--- src/rtl/ptom_pkg.sv ---
// ============================================================================
// ptom_pkg: shared types and codes of the order matcher
// Command and result codes, channel payloads, and the command and status
// groups that join the controller to the datapath.
// ============================================================================
package ptom_pkg;

    localparam logic [1:0] CMD_LIMIT  = 2'd0;
    localparam logic [1:0] CMD_MARKET = 2'd1;
    localparam logic [1:0] CMD_CANCEL = 2'd2;
    localparam logic [1:0] CMD_NONE   = 2'd3;

    localparam logic [2:0] KIND_ACCEPTED    = 3'd0;
    localparam logic [2:0] KIND_FILL_PART   = 3'd1;
    localparam logic [2:0] KIND_FILL_DONE   = 3'd2;
    localparam logic [2:0] KIND_CANCEL_DONE = 3'd3;
    localparam logic [2:0] KIND_CANCEL_MISS = 3'd4;
    localparam logic [2:0] KIND_REST_DROP   = 3'd5;

    typedef struct packed {
        logic [1:0]  command;
        logic        side;
        logic [31:0] order_id;
        logic [7:0]  price;
        logic [15:0] quantity;
    } t_order;

    typedef struct packed {
        logic [2:0]  kind;
        logic [31:0] taker_id;
        logic [31:0] maker_id;
        logic [7:0]  trade_price;
        logic [15:0] fill_qty;
        logic [15:0] left_qty;
        logic [7:0]  best_bid;
        logic        bid_present;
        logic [7:0]  best_ask;
        logic        ask_present;
        logic        last;
    } t_result;

    typedef struct packed {
        logic       load;
        logic       scan_start;
        logic       set_res;
        logic [2:0] res_kind;
        logic       set_tops;
        logic       set_last;
        logic       last_val;
        logic       fill;
        logic       rest;
        logic       cancel_clear;
    } t_dp_cmd;

    typedef struct packed {
        logic is_none;
        logic is_cancel;
        logic scan_done;
        logic hit;
        logic can_fill;
        logic rest_need;
        logic free;
    } t_dp_sts;

endpackage

--- src/rtl/ptom_chan.sv ---
// ============================================================================
// ptom_chan: valid/ready channel
// One transfer moves when valid and ready are both high at a clock edge.
// ============================================================================
interface ptom_chan #(
    parameter type t_data = logic
);
    logic  valid;
    logic  ready;
    t_data data;

    modport source (output valid, output data, input ready);
    modport sink   (input valid, input data, output ready);
endinterface

--- src/rtl/price_time_order_matcher_top.sv ---
// ============================================================================
// price_time_order_matcher_top: limit order book with price-time priority
// Single-instrument matcher for limit, market and cancel commands over a
// bounded slot store, reporting accepts, fills, cancels and drops.
// ============================================================================
//
//  Channel  Direction  Payload              Transfer when
//  i_ord    in         ptom_pkg::t_order    i_ord.valid && i_ord.ready
//  o_res    out        ptom_pkg::t_result   o_res.valid && o_res.ready
//
// Every book lookup is one pass over the slot store, one slot per cycle
// through the registered read port.
// A submit or cancel costs one pass, plus one pass per fill, plus one pass
// after a rest or a successful cancel, plus a step for a dropped remainder.
// Every command first takes the load and start steps; an unknown command
// takes only those and reports nothing.
// Reset is synchronous and active low; it empties the book and clears the
// arrival counter, with no clearing pass needed.
// A new command is taken only once all results of the previous one have
// transferred; a stalled o_res simply holds the machine in place.
//
module price_time_order_matcher_top #(
    parameter int ORDER_SLOTS = 32,
    parameter int PRICE_TICKS = 256
) (
    input logic     i_clk,
    input logic     i_rst_n,
    ptom_chan.sink   i_ord,
    ptom_chan.source o_res
);
    import ptom_pkg::*;

    // The controller and the datapath talk only through these groups.
    t_dp_cmd w_cmd;
    t_dp_sts w_sts;
    t_result w_res;
    logic    w_in_ready;
    logic    w_out_valid;

    ptom_ctrl u_ctrl (
        .i_clk       (i_clk),
        .i_rst_n     (i_rst_n),
        .i_in_valid  (i_ord.valid),
        .o_in_ready  (w_in_ready),
        .o_out_valid (w_out_valid),
        .i_out_ready (o_res.ready),
        .i_sts       (w_sts),
        .o_cmd       (w_cmd)
    );

    // The datapath owns the slot store, the scanner and the result register.
    ptom_dpath #(
        .ORDER_SLOTS (ORDER_SLOTS),
        .PRICE_TICKS (PRICE_TICKS)
    ) u_dpath (
        .i_clk      (i_clk),
        .i_rst_n    (i_rst_n),
        .i_ord_data (i_ord.data),
        .i_cmd      (w_cmd),
        .o_sts      (w_sts),
        .o_res      (w_res)
    );

    assign i_ord.ready = w_in_ready;
    assign o_res.valid = w_out_valid;
    assign o_res.data  = w_res;

endmodule

--- src/rtl/ptom_dpath.sv ---
// ============================================================================
// ptom_dpath: order book datapath
// Slot store, sequential scanner for book tops, cancel hit and free slot,
// fill and rest arithmetic, and the pending result register.
// ============================================================================
module ptom_dpath #(
    parameter int ORDER_SLOTS = 32,
    parameter int PRICE_TICKS = 256
) (
    input  logic              i_clk,
    input  logic              i_rst_n,
    input  ptom_pkg::t_order  i_ord_data,
    input  ptom_pkg::t_dp_cmd i_cmd,
    output ptom_pkg::t_dp_sts o_sts,
    output ptom_pkg::t_result o_res
);
    import ptom_pkg::*;

    localparam int IW = $clog2(ORDER_SLOTS);
    localparam int CW = $clog2(ORDER_SLOTS + 1);
    localparam int PMAX = (PRICE_TICKS > 256) ? 255 : PRICE_TICKS - 1;
    localparam logic [7:0] PMAX8 = PMAX[7:0];
    localparam logic [CW-1:0] SCAN_END = CW'(ORDER_SLOTS);

    // Latched command.
    logic [1:0]  r_cmd;
    logic        r_side;
    logic [31:0] r_id;
    logic [7:0]  r_price;
    logic [15:0] r_qty;
    logic [31:0] r_cnt;

    // Slot store.
    logic [ORDER_SLOTS-1:0] r_used;
    logic                   m_side  [ORDER_SLOTS];
    logic [7:0]             m_price [ORDER_SLOTS];
    logic [31:0]            m_ident [ORDER_SLOTS];
    logic [15:0]            m_qty   [ORDER_SLOTS];
    logic [31:0]            m_stamp [ORDER_SLOTS];

    // Scanner.
    logic          r_scan_on;
    logic [CW-1:0] r_scan_idx;
    logic          r_rd_vld;
    logic          r_done;
    logic [IW-1:0] r_rd_idx;
    logic          r_rd_used;
    logic          r_rd_side;
    logic [7:0]    r_rd_price;
    logic [31:0]   r_rd_ident;
    logic [15:0]   r_rd_qty;
    logic [31:0]   r_rd_stamp;

    logic          r_bf    [2];
    logic [IW-1:0] r_bidx  [2];
    logic [7:0]    r_bprice[2];
    logic [31:0]   r_bage  [2];
    logic [31:0]   r_bident[2];
    logic [15:0]   r_bqty  [2];
    logic          r_hf;
    logic [IW-1:0] r_hidx;
    logic [31:0]   r_hage;
    logic          r_ff;
    logic [IW-1:0] r_fidx;

    t_result r_res;

    logic [IW-1:0] w_addr;
    logic [31:0]   w_age;
    logic [1:0]    w_take;
    logic          w_hit_take;
    logic          w_opp;
    logic [15:0]   w_mq;
    logic [15:0]   w_tq;
    logic [15:0]   w_nm;
    logic          w_cross;
    logic [7:0]    w_in_price;

    assign w_addr = r_scan_idx[IW-1:0];
    assign w_age  = r_cnt - r_rd_stamp;
    assign w_in_price = (i_ord_data.price > PMAX8) ? PMAX8 : i_ord_data.price;

    always_comb begin
        for (int s = 0; s < 2; s++) begin
            w_take[s] = 1'b0;
            if (r_rd_vld && r_rd_used && (r_rd_side == s[0])) begin
                if (!r_bf[s]) begin
                    w_take[s] = 1'b1;
                end else if (r_rd_price != r_bprice[s]) begin
                    w_take[s] = (s == 0) ? (r_rd_price > r_bprice[s])
                                         : (r_rd_price < r_bprice[s]);
                end else begin
                    w_take[s] = (w_age > r_bage[s]);
                end
            end
        end
    end

    assign w_hit_take = r_rd_vld && r_rd_used && (r_rd_ident == r_id) &&
                        (!r_hf || (w_age > r_hage));

    assign w_opp   = ~r_side;
    assign w_mq    = r_bqty[w_opp];
    assign w_tq    = (r_qty < w_mq) ? r_qty : w_mq;
    assign w_nm    = w_mq - w_tq;
    assign w_cross = (r_side == 1'b0) ? (r_bprice[w_opp] <= r_price)
                                      : (r_bprice[w_opp] >= r_price);

    always_ff @(posedge i_clk) begin
        if (i_cmd.load) begin
            r_cmd   <= i_ord_data.command;
            r_side  <= i_ord_data.side;
            r_id    <= i_ord_data.order_id;
            r_price <= w_in_price;
            r_qty   <= i_ord_data.quantity;
        end else if (i_cmd.fill) begin
            r_qty <= r_qty - w_tq;
        end
    end

    always_ff @(posedge i_clk) begin
        if (!i_rst_n) begin
            r_cnt  <= '0;
            r_used <= '0;
        end else begin
            if (i_cmd.rest) begin
                r_cnt          <= r_cnt + 32'd1;
                r_used[r_fidx] <= 1'b1;
            end
            if (i_cmd.fill && (w_nm == 16'd0)) begin
                r_used[r_bidx[w_opp]] <= 1'b0;
            end
            if (i_cmd.cancel_clear) begin
                r_used[r_hidx] <= 1'b0;
            end
        end
    end

    // Store writes and registered scan reads.
    always_ff @(posedge i_clk) begin
        if (i_cmd.rest) begin
            m_side[r_fidx]  <= r_side;
            m_price[r_fidx] <= r_price;
            m_ident[r_fidx] <= r_id;
            m_qty[r_fidx]   <= r_qty;
            m_stamp[r_fidx] <= r_cnt;
        end else if (i_cmd.fill) begin
            m_qty[r_bidx[w_opp]] <= w_nm;
        end
        r_rd_idx   <= w_addr;
        r_rd_used  <= r_used[w_addr];
        r_rd_side  <= m_side[w_addr];
        r_rd_price <= m_price[w_addr];
        r_rd_ident <= m_ident[w_addr];
        r_rd_qty   <= m_qty[w_addr];
        r_rd_stamp <= m_stamp[w_addr];
    end

    always_ff @(posedge i_clk) begin
        if (!i_rst_n) begin
            r_scan_on  <= 1'b0;
            r_scan_idx <= '0;
            r_rd_vld   <= 1'b0;
            r_done     <= 1'b0;
            r_bf[0]    <= 1'b0;
            r_bf[1]    <= 1'b0;
            r_hf       <= 1'b0;
            r_ff       <= 1'b0;
        end else begin
            r_rd_vld <= r_scan_on && (r_scan_idx != SCAN_END) && !i_cmd.scan_start;
            r_done   <= r_scan_on && (r_scan_idx == SCAN_END) && !i_cmd.scan_start;
            if (i_cmd.scan_start) begin
                r_scan_on  <= 1'b1;
                r_scan_idx <= '0;
                r_bf[0]    <= 1'b0;
                r_bf[1]    <= 1'b0;
                r_hf       <= 1'b0;
                r_ff       <= 1'b0;
            end else begin
                if (r_scan_on) begin
                    if (r_scan_idx == SCAN_END) begin
                        r_scan_on <= 1'b0;
                    end else begin
                        r_scan_idx <= r_scan_idx + 1'b1;
                    end
                end
                for (int s = 0; s < 2; s++) begin
                    if (w_take[s]) begin
                        r_bf[s] <= 1'b1;
                    end
                end
                if (w_hit_take) begin
                    r_hf <= 1'b1;
                end
                if (r_rd_vld && !r_rd_used && !r_ff) begin
                    r_ff <= 1'b1;
                end
            end
        end
    end

    always_ff @(posedge i_clk) begin
        for (int s = 0; s < 2; s++) begin
            if (w_take[s]) begin
                r_bidx[s]   <= r_rd_idx;
                r_bprice[s] <= r_rd_price;
                r_bage[s]   <= w_age;
                r_bident[s] <= r_rd_ident;
                r_bqty[s]   <= r_rd_qty;
            end
        end
        if (w_hit_take) begin
            r_hidx <= r_rd_idx;
            r_hage <= w_age;
        end
        if (r_rd_vld && !r_rd_used && !r_ff) begin
            r_fidx <= r_rd_idx;
        end
    end

    // Pending result.
    always_ff @(posedge i_clk) begin
        if (i_cmd.set_res) begin
            r_res.kind        <= i_cmd.res_kind;
            r_res.taker_id    <= r_id;
            r_res.maker_id    <= '0;
            r_res.trade_price <= '0;
            r_res.fill_qty    <= '0;
            r_res.left_qty    <= ((i_cmd.res_kind == KIND_ACCEPTED) ||
                                  (i_cmd.res_kind == KIND_REST_DROP)) ? r_qty : 16'd0;
        end
        if (i_cmd.fill) begin
            r_res.kind        <= (w_nm == 16'd0) ? KIND_FILL_DONE : KIND_FILL_PART;
            r_res.taker_id    <= r_id;
            r_res.maker_id    <= r_bident[w_opp];
            r_res.trade_price <= (r_cmd == CMD_LIMIT) ? r_price : r_bprice[w_opp];
            r_res.fill_qty    <= w_tq;
            r_res.left_qty    <= w_nm;
        end
        if (i_cmd.set_tops) begin
            r_res.best_bid    <= r_bf[0] ? r_bprice[0] : 8'd0;
            r_res.bid_present <= r_bf[0];
            r_res.best_ask    <= r_bf[1] ? r_bprice[1] : 8'd0;
            r_res.ask_present <= r_bf[1];
        end
        if (i_cmd.set_last) begin
            r_res.last <= i_cmd.last_val;
        end
    end

    assign o_res = r_res;

    assign o_sts.is_none   = (r_cmd == CMD_NONE);
    assign o_sts.is_cancel = (r_cmd == CMD_CANCEL);
    assign o_sts.scan_done = r_done;
    assign o_sts.hit       = r_hf;
    assign o_sts.can_fill  = (r_qty != 16'd0) && r_bf[w_opp] &&
                             ((r_cmd == CMD_MARKET) || w_cross);
    assign o_sts.rest_need = (r_cmd == CMD_LIMIT) && (r_qty != 16'd0);
    assign o_sts.free      = r_ff;

    a_fill_live: assert property (@(posedge i_clk) disable iff (!i_rst_n)
        i_cmd.fill |-> (r_bf[w_opp] && r_used[r_bidx[w_opp]]))
        else $error("fill against a slot that is not a live best order");
    a_rest_free: assert property (@(posedge i_clk) disable iff (!i_rst_n)
        i_cmd.rest |-> (r_ff && !r_used[r_fidx]))
        else $error("rest into a slot that is in use");
    a_cancel_hit: assert property (@(posedge i_clk) disable iff (!i_rst_n)
        i_cmd.cancel_clear |-> (r_hf && r_used[r_hidx]))
        else $error("cancel clears a slot that was not found");
    a_done_once: assert property (@(posedge i_clk) disable iff (!i_rst_n)
        r_done |=> !r_done)
        else $error("scan done held for more than one cycle");

endmodule

--- src/rtl/ptom_ctrl.sv ---
// ============================================================================
// ptom_ctrl: order matcher controller
// Sequences scans, fills, rests and result transfers for one command.
// ============================================================================
module ptom_ctrl (
    input  logic              i_clk,
    input  logic              i_rst_n,
    input  logic              i_in_valid,
    output logic              o_in_ready,
    output logic              o_out_valid,
    input  logic              i_out_ready,
    input  ptom_pkg::t_dp_sts i_sts,
    output ptom_pkg::t_dp_cmd o_cmd
);
    import ptom_pkg::*;

    typedef enum logic [2:0] {
        S_IDLE, S_START, S_SCAN, S_EMIT, S_FILL, S_DROP
    } t_state;

    typedef enum logic [1:0] {
        P_FIRST, P_CANCEL, P_FILL, P_REST
    } t_phase;

    t_state  r_state, n_state, r_after, n_after;
    t_phase  r_phase, n_phase;
    logic    r_out_vld, n_out_vld;
    logic    w_decide;
    t_dp_cmd w_cmd;

    always_comb begin
        w_cmd     = '0;
        n_state   = r_state;
        n_after   = r_after;
        n_phase   = r_phase;
        n_out_vld = r_out_vld;
        w_decide  = 1'b0;
        case (r_state)
            S_IDLE: begin
                if (i_in_valid) begin
                    w_cmd.load = 1'b1;
                    n_state    = S_START;
                end
            end
            S_START: begin
                if (i_sts.is_none) begin
                    n_state = S_IDLE;
                end else begin
                    w_cmd.scan_start = 1'b1;
                    n_phase          = P_FIRST;
                    n_state          = S_SCAN;
                end
            end
            S_SCAN: begin
                if (i_sts.scan_done) begin
                    case (r_phase)
                        P_FIRST: begin
                            if (i_sts.is_cancel) begin
                                if (i_sts.hit) begin
                                    w_cmd.cancel_clear = 1'b1;
                                    w_cmd.scan_start   = 1'b1;
                                    n_phase            = P_CANCEL;
                                end else begin
                                    w_cmd.set_res  = 1'b1;
                                    w_cmd.res_kind = KIND_CANCEL_MISS;
                                    w_cmd.set_tops = 1'b1;
                                    w_cmd.set_last = 1'b1;
                                    w_cmd.last_val = 1'b1;
                                    n_out_vld      = 1'b1;
                                    n_after        = S_IDLE;
                                    n_state        = S_EMIT;
                                end
                            end else begin
                                w_cmd.set_res  = 1'b1;
                                w_cmd.res_kind = KIND_ACCEPTED;
                                w_cmd.set_tops = 1'b1;
                                w_decide       = 1'b1;
                            end
                        end
                        P_CANCEL: begin
                            w_cmd.set_res  = 1'b1;
                            w_cmd.res_kind = KIND_CANCEL_DONE;
                            w_cmd.set_tops = 1'b1;
                            w_cmd.set_last = 1'b1;
                            w_cmd.last_val = 1'b1;
                            n_out_vld      = 1'b1;
                            n_after        = S_IDLE;
                            n_state        = S_EMIT;
                        end
                        P_FILL: begin
                            w_cmd.set_tops = 1'b1;
                            w_decide       = 1'b1;
                        end
                        P_REST: begin
                            w_cmd.set_tops = 1'b1;
                            w_cmd.set_last = 1'b1;
                            w_cmd.last_val = 1'b1;
                            n_out_vld      = 1'b1;
                            n_after        = S_IDLE;
                            n_state        = S_EMIT;
                        end
                        default: n_state = S_IDLE;
                    endcase
                end
            end
            S_EMIT: begin
                if (i_out_ready) begin
                    n_out_vld = 1'b0;
                    n_state   = r_after;
                end
            end
            S_FILL: begin
                w_cmd.fill       = 1'b1;
                w_cmd.scan_start = 1'b1;
                n_phase          = P_FILL;
                n_state          = S_SCAN;
            end
            S_DROP: begin
                w_cmd.set_res  = 1'b1;
                w_cmd.res_kind = KIND_REST_DROP;
                w_cmd.set_last = 1'b1;
                w_cmd.last_val = 1'b1;
                n_out_vld      = 1'b1;
                n_after        = S_IDLE;
                n_state        = S_EMIT;
            end
            default: n_state = S_IDLE;
        endcase

        // After a submit or fill scan: trade on, rest, drop, or finish.
        if (w_decide) begin
            if (i_sts.can_fill) begin
                w_cmd.set_last = 1'b1;
                w_cmd.last_val = 1'b0;
                n_out_vld      = 1'b1;
                n_after        = S_FILL;
                n_state        = S_EMIT;
            end else if (i_sts.rest_need && i_sts.free) begin
                w_cmd.rest       = 1'b1;
                w_cmd.scan_start = 1'b1;
                n_phase          = P_REST;
                n_state          = S_SCAN;
            end else if (i_sts.rest_need) begin
                w_cmd.set_last = 1'b1;
                w_cmd.last_val = 1'b0;
                n_out_vld      = 1'b1;
                n_after        = S_DROP;
                n_state        = S_EMIT;
            end else begin
                w_cmd.set_last = 1'b1;
                w_cmd.last_val = 1'b1;
                n_out_vld      = 1'b1;
                n_after        = S_IDLE;
                n_state        = S_EMIT;
            end
        end
    end

    always_ff @(posedge i_clk) begin
        if (!i_rst_n) begin
            r_state   <= S_IDLE;
            r_after   <= S_IDLE;
            r_phase   <= P_FIRST;
            r_out_vld <= 1'b0;
        end else begin
            r_state   <= n_state;
            r_after   <= n_after;
            r_phase   <= n_phase;
            r_out_vld <= n_out_vld;
        end
    end

    assign o_in_ready  = (r_state == S_IDLE);
    assign o_out_valid = r_out_vld;
    assign o_cmd       = w_cmd;

endmodule

--- src/flat_wrapper.sv ---
// flat-port wrapper written by rule: the top's interface ports become plain ports
module price_time_order_matcher_top_flat import ptom_pkg::*;
#(
    parameter int ORDER_SLOTS = 32,
    parameter int PRICE_TICKS = 256
)
  (i_clk, i_rst_n, i_ord_valid, i_ord_data, i_ord_ready, o_res_valid, o_res_data, o_res_ready);
  ptom_chan #(.t_data(t_order)) i_ord_i ();
  ptom_chan #(.t_data(t_result)) o_res_i ();
  input logic i_clk;
  input logic i_rst_n;
  input wire logic [$bits(i_ord_i.valid)-1:0] i_ord_valid;
  input wire logic [$bits(i_ord_i.data)-1:0] i_ord_data;
  output wire logic [$bits(i_ord_i.ready)-1:0] i_ord_ready;
  output wire logic [$bits(o_res_i.valid)-1:0] o_res_valid;
  output wire logic [$bits(o_res_i.data)-1:0] o_res_data;
  input wire logic [$bits(o_res_i.ready)-1:0] o_res_ready;
  assign i_ord_i.valid = i_ord_valid;
  assign i_ord_i.data = i_ord_data;
  assign i_ord_ready = i_ord_i.ready;
  assign o_res_valid = o_res_i.valid;
  assign o_res_data = o_res_i.data;
  assign o_res_i.ready = o_res_ready;
  price_time_order_matcher_top #(.ORDER_SLOTS(ORDER_SLOTS), .PRICE_TICKS(PRICE_TICKS)) u_core (.i_clk(i_clk), .i_rst_n(i_rst_n), .i_ord(i_ord_i), .o_res(o_res_i));
endmodule
--- config.mk ---
export PLATFORM = sky130hd
export DESIGN_NAME = price_time_order_matcher_top_flat
export DESIGN_NICKNAME = d
export VERILOG_FILES = /design/src/rtl/ptom_pkg.sv /design/src/rtl/ptom_chan.sv /design/src/rtl/price_time_order_matcher_top.sv /design/src/rtl/ptom_dpath.sv /design/src/rtl/ptom_ctrl.sv /design/src/flat_wrapper.sv
export SDC_FILE = /design/constraint.sdc
export NUM_CORES = 2
export LEC_CHECK = 0
export BUFFER_PORTS_ARGS = -buffer_cell sky130_fd_sc_hd__buf_2
export CAP_MARGIN = 20
export CORE_MARGIN = 10
export CORE_UTILIZATION = 55
export CTS_BUF_LIST = sky130_fd_sc_hd__clkbuf_4
export DETAILED_ROUTE_END_ITERATION = 10
export PLACE_DENSITY = 0.71
export SYNTH_ARGS = -nofsm -noshare
export SYNTH_HDL_FRONTEND = slang
export SYNTH_SLANG_ARGS = --single-unit
--- constraint.sdc ---
create_clock -name i_clk -period 10.31 [get_ports i_clk]
set_input_delay 1.031 -clock i_clk [delete_from_list [all_inputs] [get_ports i_clk]]
set_output_delay 1.031 -clock i_clk [all_outputs]
set_load 0.1 [all_outputs]
After elaboration in Yosys (flattened, before gate mapping)
Memory sizes are Yosys's and may differ from the RTL's. A register that Yosys moved wholly into a read port is not among the register bits.
Cells that the tools add are included.
{ "op_classes": {"add_sub_neg": 5, "order_cmp": 16, "eq_ne": 23, "muxes": 148, "bitwise_logic": 13, "reduce_logical": 45} }
{ "op_table": {"columns": ["cell", "count"], "rows": [
  ["32-bit 2-to-1 mux", 7],
  ["107-bit 2-to-1 mux", 2],
  ["32-bit greater-than comparator", 3],
  ["16-bit 2-to-1 mux", 6],
  ["1-bit 2-to-1 mux", 77],
  ["32-bit bitwise AND", 2],
  ["32-bit NOT", 2],
  ["32-bit OR reduction", 2],
  ["3-bit 2-to-1 mux", 13],
  ["7-bit 2-to-1 mux", 5],
  ["32-bit by 1-bit adder with 32-bit output, second input constant", 1],
  ["32-bit == test", 1],
  ["32-bit bitwise OR", 1],
  ["16-bit OR reduction", 2],
  ["16-bit subtractor", 2],
  ["32-bit subtractor", 1],
  ["2-bit 2-to-1 mux", 14],
  ["5-bit by 6-bit < comparator with 1-bit output, second input constant", 4],
  ["8-bit 2-to-1 mux", 3],
  ["1-bit logical AND", 19],
  ["3-bit case mux with 2 select lines", 3],
  ["3-bit case mux with 6 select lines", 1],
  ["16-bit zero test", 1],
  ["16-bit < comparator", 1],
  ["other kinds (41)", 77]
]} }
{ "word_totals": {"regBits": 317, "mem_bits_rw": 3036, "out_inout_bits": 128, "wordCells": 294, "mem_count": 11} }
{ "memory_table": {"columns": ["name", "depth", "width", "read_ports", "rd_ports_with_merged_regs", "wr", "line_no", "rtl"], "rows": [
  ["u_core.u_dpath.m_ident", 32, 32, 1, 1, 1, "ptom_dpath.sv:37", "logic [31:0] m_ident [ORDER_SLOTS];"],
  ["u_core.u_dpath.m_stamp", 32, 32, 1, 1, 1, "ptom_dpath.sv:39", "logic [31:0] m_stamp [ORDER_SLOTS];"],
  ["u_core.u_dpath.m_qty", 32, 16, 1, 1, 1, "ptom_dpath.sv:38", "logic [15:0] m_qty [ORDER_SLOTS];"],
  ["u_core.u_dpath.m_price", 32, 8, 1, 1, 1, "ptom_dpath.sv:36", "logic [7:0] m_price [ORDER_SLOTS];"],
  ["u_core.u_dpath.r_bage", 2, 32, 2, 0, 1, "ptom_dpath.sv:57", "logic [31:0] r_bage [2];"],
  ["u_core.u_dpath.r_bident", 2, 32, 1, 0, 1, "ptom_dpath.sv:58", "logic [31:0] r_bident[2];"],
  ["5 more memories", null, null, null, null, null, null, null]
]} }

Logic depth before layout (Yosys ltp)
{ "logic_depth": {"word_depth": 17, "mapped_depth": 29} }

Hierarchy
Synthesis repeated with hierarchy kept, for this count alone.
{ "unflattened": {"hier_cells": 6472, "area_unflattened_um2": 135757.7} }
{ "by_module_without_submodules": {"columns": ["module", "instances", "cells_per_inst", "area_per_inst_um2"], "rows": [
  ["ptom_dpath", 1, 6385, 135057.0],
  ["ptom_ctrl", 1, 87, 700.7]
]} }

Worst setup path before layout
No wires, ideal clock.
{ "synth_timing": {"kind": "reg-to-reg", "from": "register u_core.u_dpath.r_side", "to": "register u_core.u_dpath.r_used[31]", "setup_time_ns": 0.085, "arrival_time_ns": 8.013, "path_slack_ns": 2.213, "path_stages_with_launch": 18, "synth_period_minus_slack_ns": 8.097, "cell_sequence": "edfxtp_1 -> buf_4 -> buf_2 -> buf_1 -> buf_1 -> o21ai_0 -> ha_1 -> nor2b_1 -> o21a_1 -> o21ai_0 -> a21oi_1 -> o311a_1 -> a2111oi_4 -> clkbuf_1 -> nand3_1 -> nor2_1 -> o221ai_1 -> a31oi_1"} }
{ "synth_between": {"elab_chain_len": 15, "word_cells_on_any_way": 31, "cone_classes": "add/sub (1); order compare (5); mux (11); bitwise (4); reduce/logical (6); memory (4)"} }
{ "synth_rtl": {"columns": ["element", "line_no", "rtl"], "rows": [
  ["start: declaration", "ptom_dpath.sv:27", "logic r_side;"],
  ["start signal: assignment", "ptom_dpath.sv:112", "r_side <= i_ord_data.side;"],
  ["parallel branches: the longest is 11 deep, another holds memory 2 x 16 bit", null, null],
  ["32-bit 2-to-1 mux *", "ptom_dpath.sv:130", "if (i_cmd.fill && (w_nm == 16'd0)) begin"],
  ["32-bit 2-to-1 mux *", "ptom_dpath.sv:122", "if (!i_rst_n) begin"],
  ["32-bit bitwise AND (no source line)", null, null],
  ["32-bit 2-to-1 mux *", "ptom_dpath.sv:133", "if (i_cmd.cancel_clear) begin"],
  ["end signal: assignment", "ptom_dpath.sv:124", "r_used <= '0;"],
  ["end signal: indexed assignment", "ptom_dpath.sv:131", "r_used[r_bidx[w_opp]] <= 1'b0;"],
  ["end signal: indexed assignment", "ptom_dpath.sv:134", "r_used[r_hidx] <= 1'b0;"],
  ["end: declaration", "ptom_dpath.sv:34", "logic [ORDER_SLOTS-1:0] r_used;"]
]} }
Mark *: on every way between the ends. The select of a mux whose other input is x is not followed.
A chain may end at the register's enable or synchronous reset.

Worst setup path in the final report
{ "layout_timing": {"from": "register u_core.u_dpath.r_cnt[0]", "to": "memory u_core.u_dpath.r_bqty[0][14] (enable)"} }
{ "layout_between": {"word_cells_on_any_way": 16, "cone_classes": "add/sub (1); order compare (2); mux (12); reduce/logical (1)"} }
{ "layout_rtl": {"columns": ["element", "line_no", "rtl"], "rows": [
  ["start: declaration", "ptom_dpath.sv:31", "logic [31:0] r_cnt;"],
  ["start signal: assignment", "ptom_dpath.sv:127", "r_cnt <= r_cnt + 32'd1;"],
  ["32-bit subtractor", "ptom_dpath.sv:80", "assign w_age = r_cnt - r_rd_stamp;"],
  ["via u_core.u_dpath.w_age[28]", "ptom_dpath.sv:69", "logic [31:0] w_age;"],
  ["32-bit greater-than comparator", "ptom_dpath.sv:93", "w_take[s] = (w_age > r_bage[s]);"],
  ["1-bit 2-to-1 mux", "ptom_dpath.sv:89", "end else if (r_rd_price != r_bprice[s]) begin"],
  ["1-bit 2-to-1 mux", "ptom_dpath.sv:87", "if (!r_bf[s]) begin"],
  ["1-bit 2-to-1 mux", "ptom_dpath.sv:86", "if (r_rd_vld && r_rd_used && (r_rd_side == s[0])) begin"],
  ["via u_core.u_dpath.w_take[0]", "ptom_dpath.sv:70", "logic [1:0] w_take;"],
  ["1-bit 2-to-1 mux", "ptom_dpath.sv:204", "if (w_take[s]) begin"],
  ["1-bit 2-to-1 mux (not written as such)", "ptom_dpath.sv:209", "r_bqty[s] <= r_rd_qty;"],
  ["1-bit 2-to-1 mux (no source line)", null, null],
  ["end: declaration", "ptom_dpath.sv:59", "logic [15:0] r_bqty [2];"]
]} }
The timed path passes the listed nets, and every way through them passes these cells.

==> results.ini <==
[outcome]
run_status=finished clean

[power]
p_total_uw=29400
p_seq_frac=0.536
switching_power_uw=6940
internal_power_uw=22400
powerDensity_nw_per_um2=191
switching_share=0.236
power_leakage_uw=0.0488
ir_drop_v=0.000187
power.share.clock=0.382
comb_power_share=0.082

[cts]
cts_tree=yes
numCtsBuffers=835
cts_root_buf=clkbuf_4
cts_max_level=6
insertion_delay_ns=1.48
clockBufferDepth=4
cts_resized=0
clkTransAtPathRegs_ns=0.08
cts_sinks=3442
cts_setup_buffers=0
cts_hold_buf=62

[sta]
setup_viol=0
fin_crit_sh=0.789
fmax_mhz=123
max_slew_margin=0.226
period_minus_slack_ns=8.13
slew_viol_final=0
tightest_slew_ns=1.16
finalClockSkew_ns=0.125
timing.setup.tns_ns=0
rsz0062_at_grt=false
hold_viol=0

[detailed_routing]
ant_nets=0
drt_iter0_markers=9771
dr.pass1.iters=8
wl_um=341000
viasPerCell=6.25
wl_per_cell_um=29.9
drc=0
num_vias=71200

[worst_setup_path]
rrSetupSlack_ns=2.18
start_kind=flop
ff2ff_path_depth=26
r2r-end=u_core.u_dpath.r_bqty[0][14]$_DFFE_PP_
cp.required_ns=11.36
critPathLaunch=u_core.u_dpath.r_cnt[0]$_SDFFE_PN0P_
r2r_start=u_core.u_dpath.r_cnt[0]$_SDFFE_PN0P_
critical_path_class=flop to flop
arrival_ns=9.19
crit_fanout=76
critPathCaptureType=flop

[die]
initial_core_util=0.551
ios=191
die_w_um=516
rows=182
design.core.area_um2=245000
die_h_um=516
die_area_um2=266000

[job]
cap_violations=0

[logic_synthesis]
synthCells=6448
synth_nets=6699
synth-edff-count=3263
synth-seq-cells=3442
synth_cell_types=86
syn-cell-area_um2=135000
synth-seq-area-share=0.751
ys.flop_type=edfxtp_1
syn_area_per_cell_um2=21.0
yosys_warnings=0
synthArstFlopShare=0

[worst_hold_path]
worstHoldStart=i_ord_data[26]
hold_class=input pin to flop
hold_depth=2
holdPathEnd=u_core.u_dpath.r_id[2]$_DFFE_PP_

[global_routing]
grt_pass1_vias=72500
antenna_found_initial=9
grt_pass1_wl_um=493000
grt_usage=0.254
grt_max_degree=145
grt-ovfl-total=0

[layout]
final_common_cell=edfxtp_1
finalNetCount=7727
area_delta_synth_final_pct=13.6
mostFrequentLayoutCells=edfxtp_1 (3263), clkbuf_4 (1275), mux4_2 (900), nor2_1 (199), buf_2 (190)
drive_gt1_frac=0.346

[place]
hpwlAfterDp_um=179000
io_buffers=190
gp_congestion=0.862

==> how the worst max path moves through the flow <==
stage                                              endpoint  slack, ns  cells past startpoint
global placement      u_core.u_dpath.r_bqty[0][1]$_DFFE_PP_       1.94                     26
CTS                 u_core.u_dpath.r_bident[0][1]$_DFFE_PP_       1.81                     26
global route        u_core.u_dpath.r_bident[0][0]$_DFFE_PP_       1.82                     26
floorplan              u_core.u_dpath.r_used[31]$_SDFF_PN0_       2.21                     17
detailed placement    u_core.u_dpath.r_bqty[0][4]$_DFFE_PP_       1.89                     26
finish               u_core.u_dpath.r_bqty[0][14]$_DFFE_PP_       2.18                     26
==> per-stage QoR <==
step | setup WS (ns) | std cells | instance area, um^2 | utilization | hold WS, ns
CTS | 1.81 | 11300 | 153000 | 0.622 | 0.0684
finish | 2.18 | 11400 | 154000 | 0.626 | 0.289
floorplan | 2.21 | 6448 | 135000 | - | 0.329
detailed placement | 1.89 | 9754 | 141000 | 0.575 | 0.418
global placement | 1.94 | 9749 | 141000 | 0.575 | 0.409
global route | 1.82 | 11400 | 154000 | 0.626 | 0.141
==> state kept, by name, indices dropped and copies added (netlist names), 64 cells and up <==
name,count
u_core.u_dpath.m_ident,1024
u_core.u_dpath.m_price,256
u_core.u_dpath.r_bident,64
u_core.u_dpath.o_res,126
u_core.u_dpath.m_qty,512
u_core.u_dpath.r_bage,64
u_core.u_dpath.m_stamp,1024
==> cell type report <==
cell class                      instances  area, um^2
Multi-Input combinational cell       2533       32300
Timing Repair Buffer                  471        4260
Inverter                              193         737
Antenna cell                            9        22.5
Clock inverter                        248        1280
Tap cell                             3220        4030
Sequential cell                      3442      102000
Fill cell                           16900       91700
Clock buffer                         1275        9570
==> cells by family (layout without fill, tap and decap cells) <==
logic type               Yosys count  count (layout)  share of synthesized area
multiplexers                    1047            1047                      0.162
AO/OA/AOI/OAI                    494             494                     0.0248
XOR/XNOR                         119             119                    0.00770
AND/OR/NAND/NOR                  682             682                     0.0243
adder cells (fa/ha/maj)          191             191                     0.0177
flip-flops                      3442            3442                      0.751
buffers and inverters            473            2187                     0.0134
other                              0               9                          0
==> power groups by stage <==
stage | Sequential (uW) | Clock [uW] | Combinational (uW)
after floorplan | 16000 | 0 | 1650
after global placement | 16100 | 0 | 2220
after detailed placement | 16100 | 0 | 2280
after CTS | 15800 | 11400 | 2310
after global routing | 15700 | 12200 | 2600
final | 15700 | 11200 | 2400
==> critical path, cell delays in order (launching register included) <==
cell and delay (ns):
dfxtp_1 0.39, inv_1 0.13, ha_1 0.18, inv_1 0.07, fa_1 0.41, a21o_1 0.17, a21oi_1 0.29, o21ai_0 0.18
a41oi_1 0.64, o21ai_0 0.27, a21oi_1 0.35, o31ai_1 0.19, or4_1 0.44, a31o_2 0.25, a21oi_1 0.17, xnor2_1 0.21
ha_1 0.34, nand4_1 0.11, nor2_1 0.16, nand2_1 0.11, or3_1 0.39, or3_1 0.39, o32ai_1 0.30, nor3_1 0.08
a2bb2oi_1 0.21, inv_6 0.81, buf_4 0.44
==> cells in the mapped netlist, drive strengths merged (4+ instances only) <==
master / count / area [um^2]
edfxtp: 3263 / 98000
mux4: 900 / 20300
nor2: 239 / 897
clkbuf: 193 / 724
inv: 192 / 721
ha: 187 / 2340
dfxtp: 179 / 3580
nand2: 157 / 589
a21oi: 99 / 495
o21ai: 99 / 495
mux2: 93 / 1050
buf: 87 / 368
xnor2: 74 / 648
a21o: 71 / 533
mux2i: 54 / 548
nand4: 51 / 325
and2: 45 / 282
xor2: 45 / 394
a31oi: 44 / 275
nor2b: 39 / 244
o221ai: 35 / 307
o21a: 29 / 219
nand3: 28 / 140
a211oi: 26 / 200
nand2b: 25 / 156
nor3: 19 / 95.1
nor4: 19 / 134
or3: 17 / 106
a21boi: 12 / 90.1
and3: 12 / 75.1
o211ai: 9 / 67.6
nand3b: 8 / 60.1
o22ai: 7 / 43.8
o31ai: 7 / 52.6
o21bai: 6 / 45.0
or2: 6 / 37.5
and4: 5 / 43.8
or3b: 5 / 43.8
a2111oi: 4 / 72.6
o311ai: 4 / 35.0
o41ai: 4 / 42.6
==> routing by layer <==
layer	routed length, um	track usage	share of wire
met1	136000	0.372	0.40
met2	162000	0.393	0.47
met3	36300	0.0539	0.11
met4	7200	0.0729	0.021
met5	13	0	0.000038
Note: power is estimated with default switching activity, not from simulation.
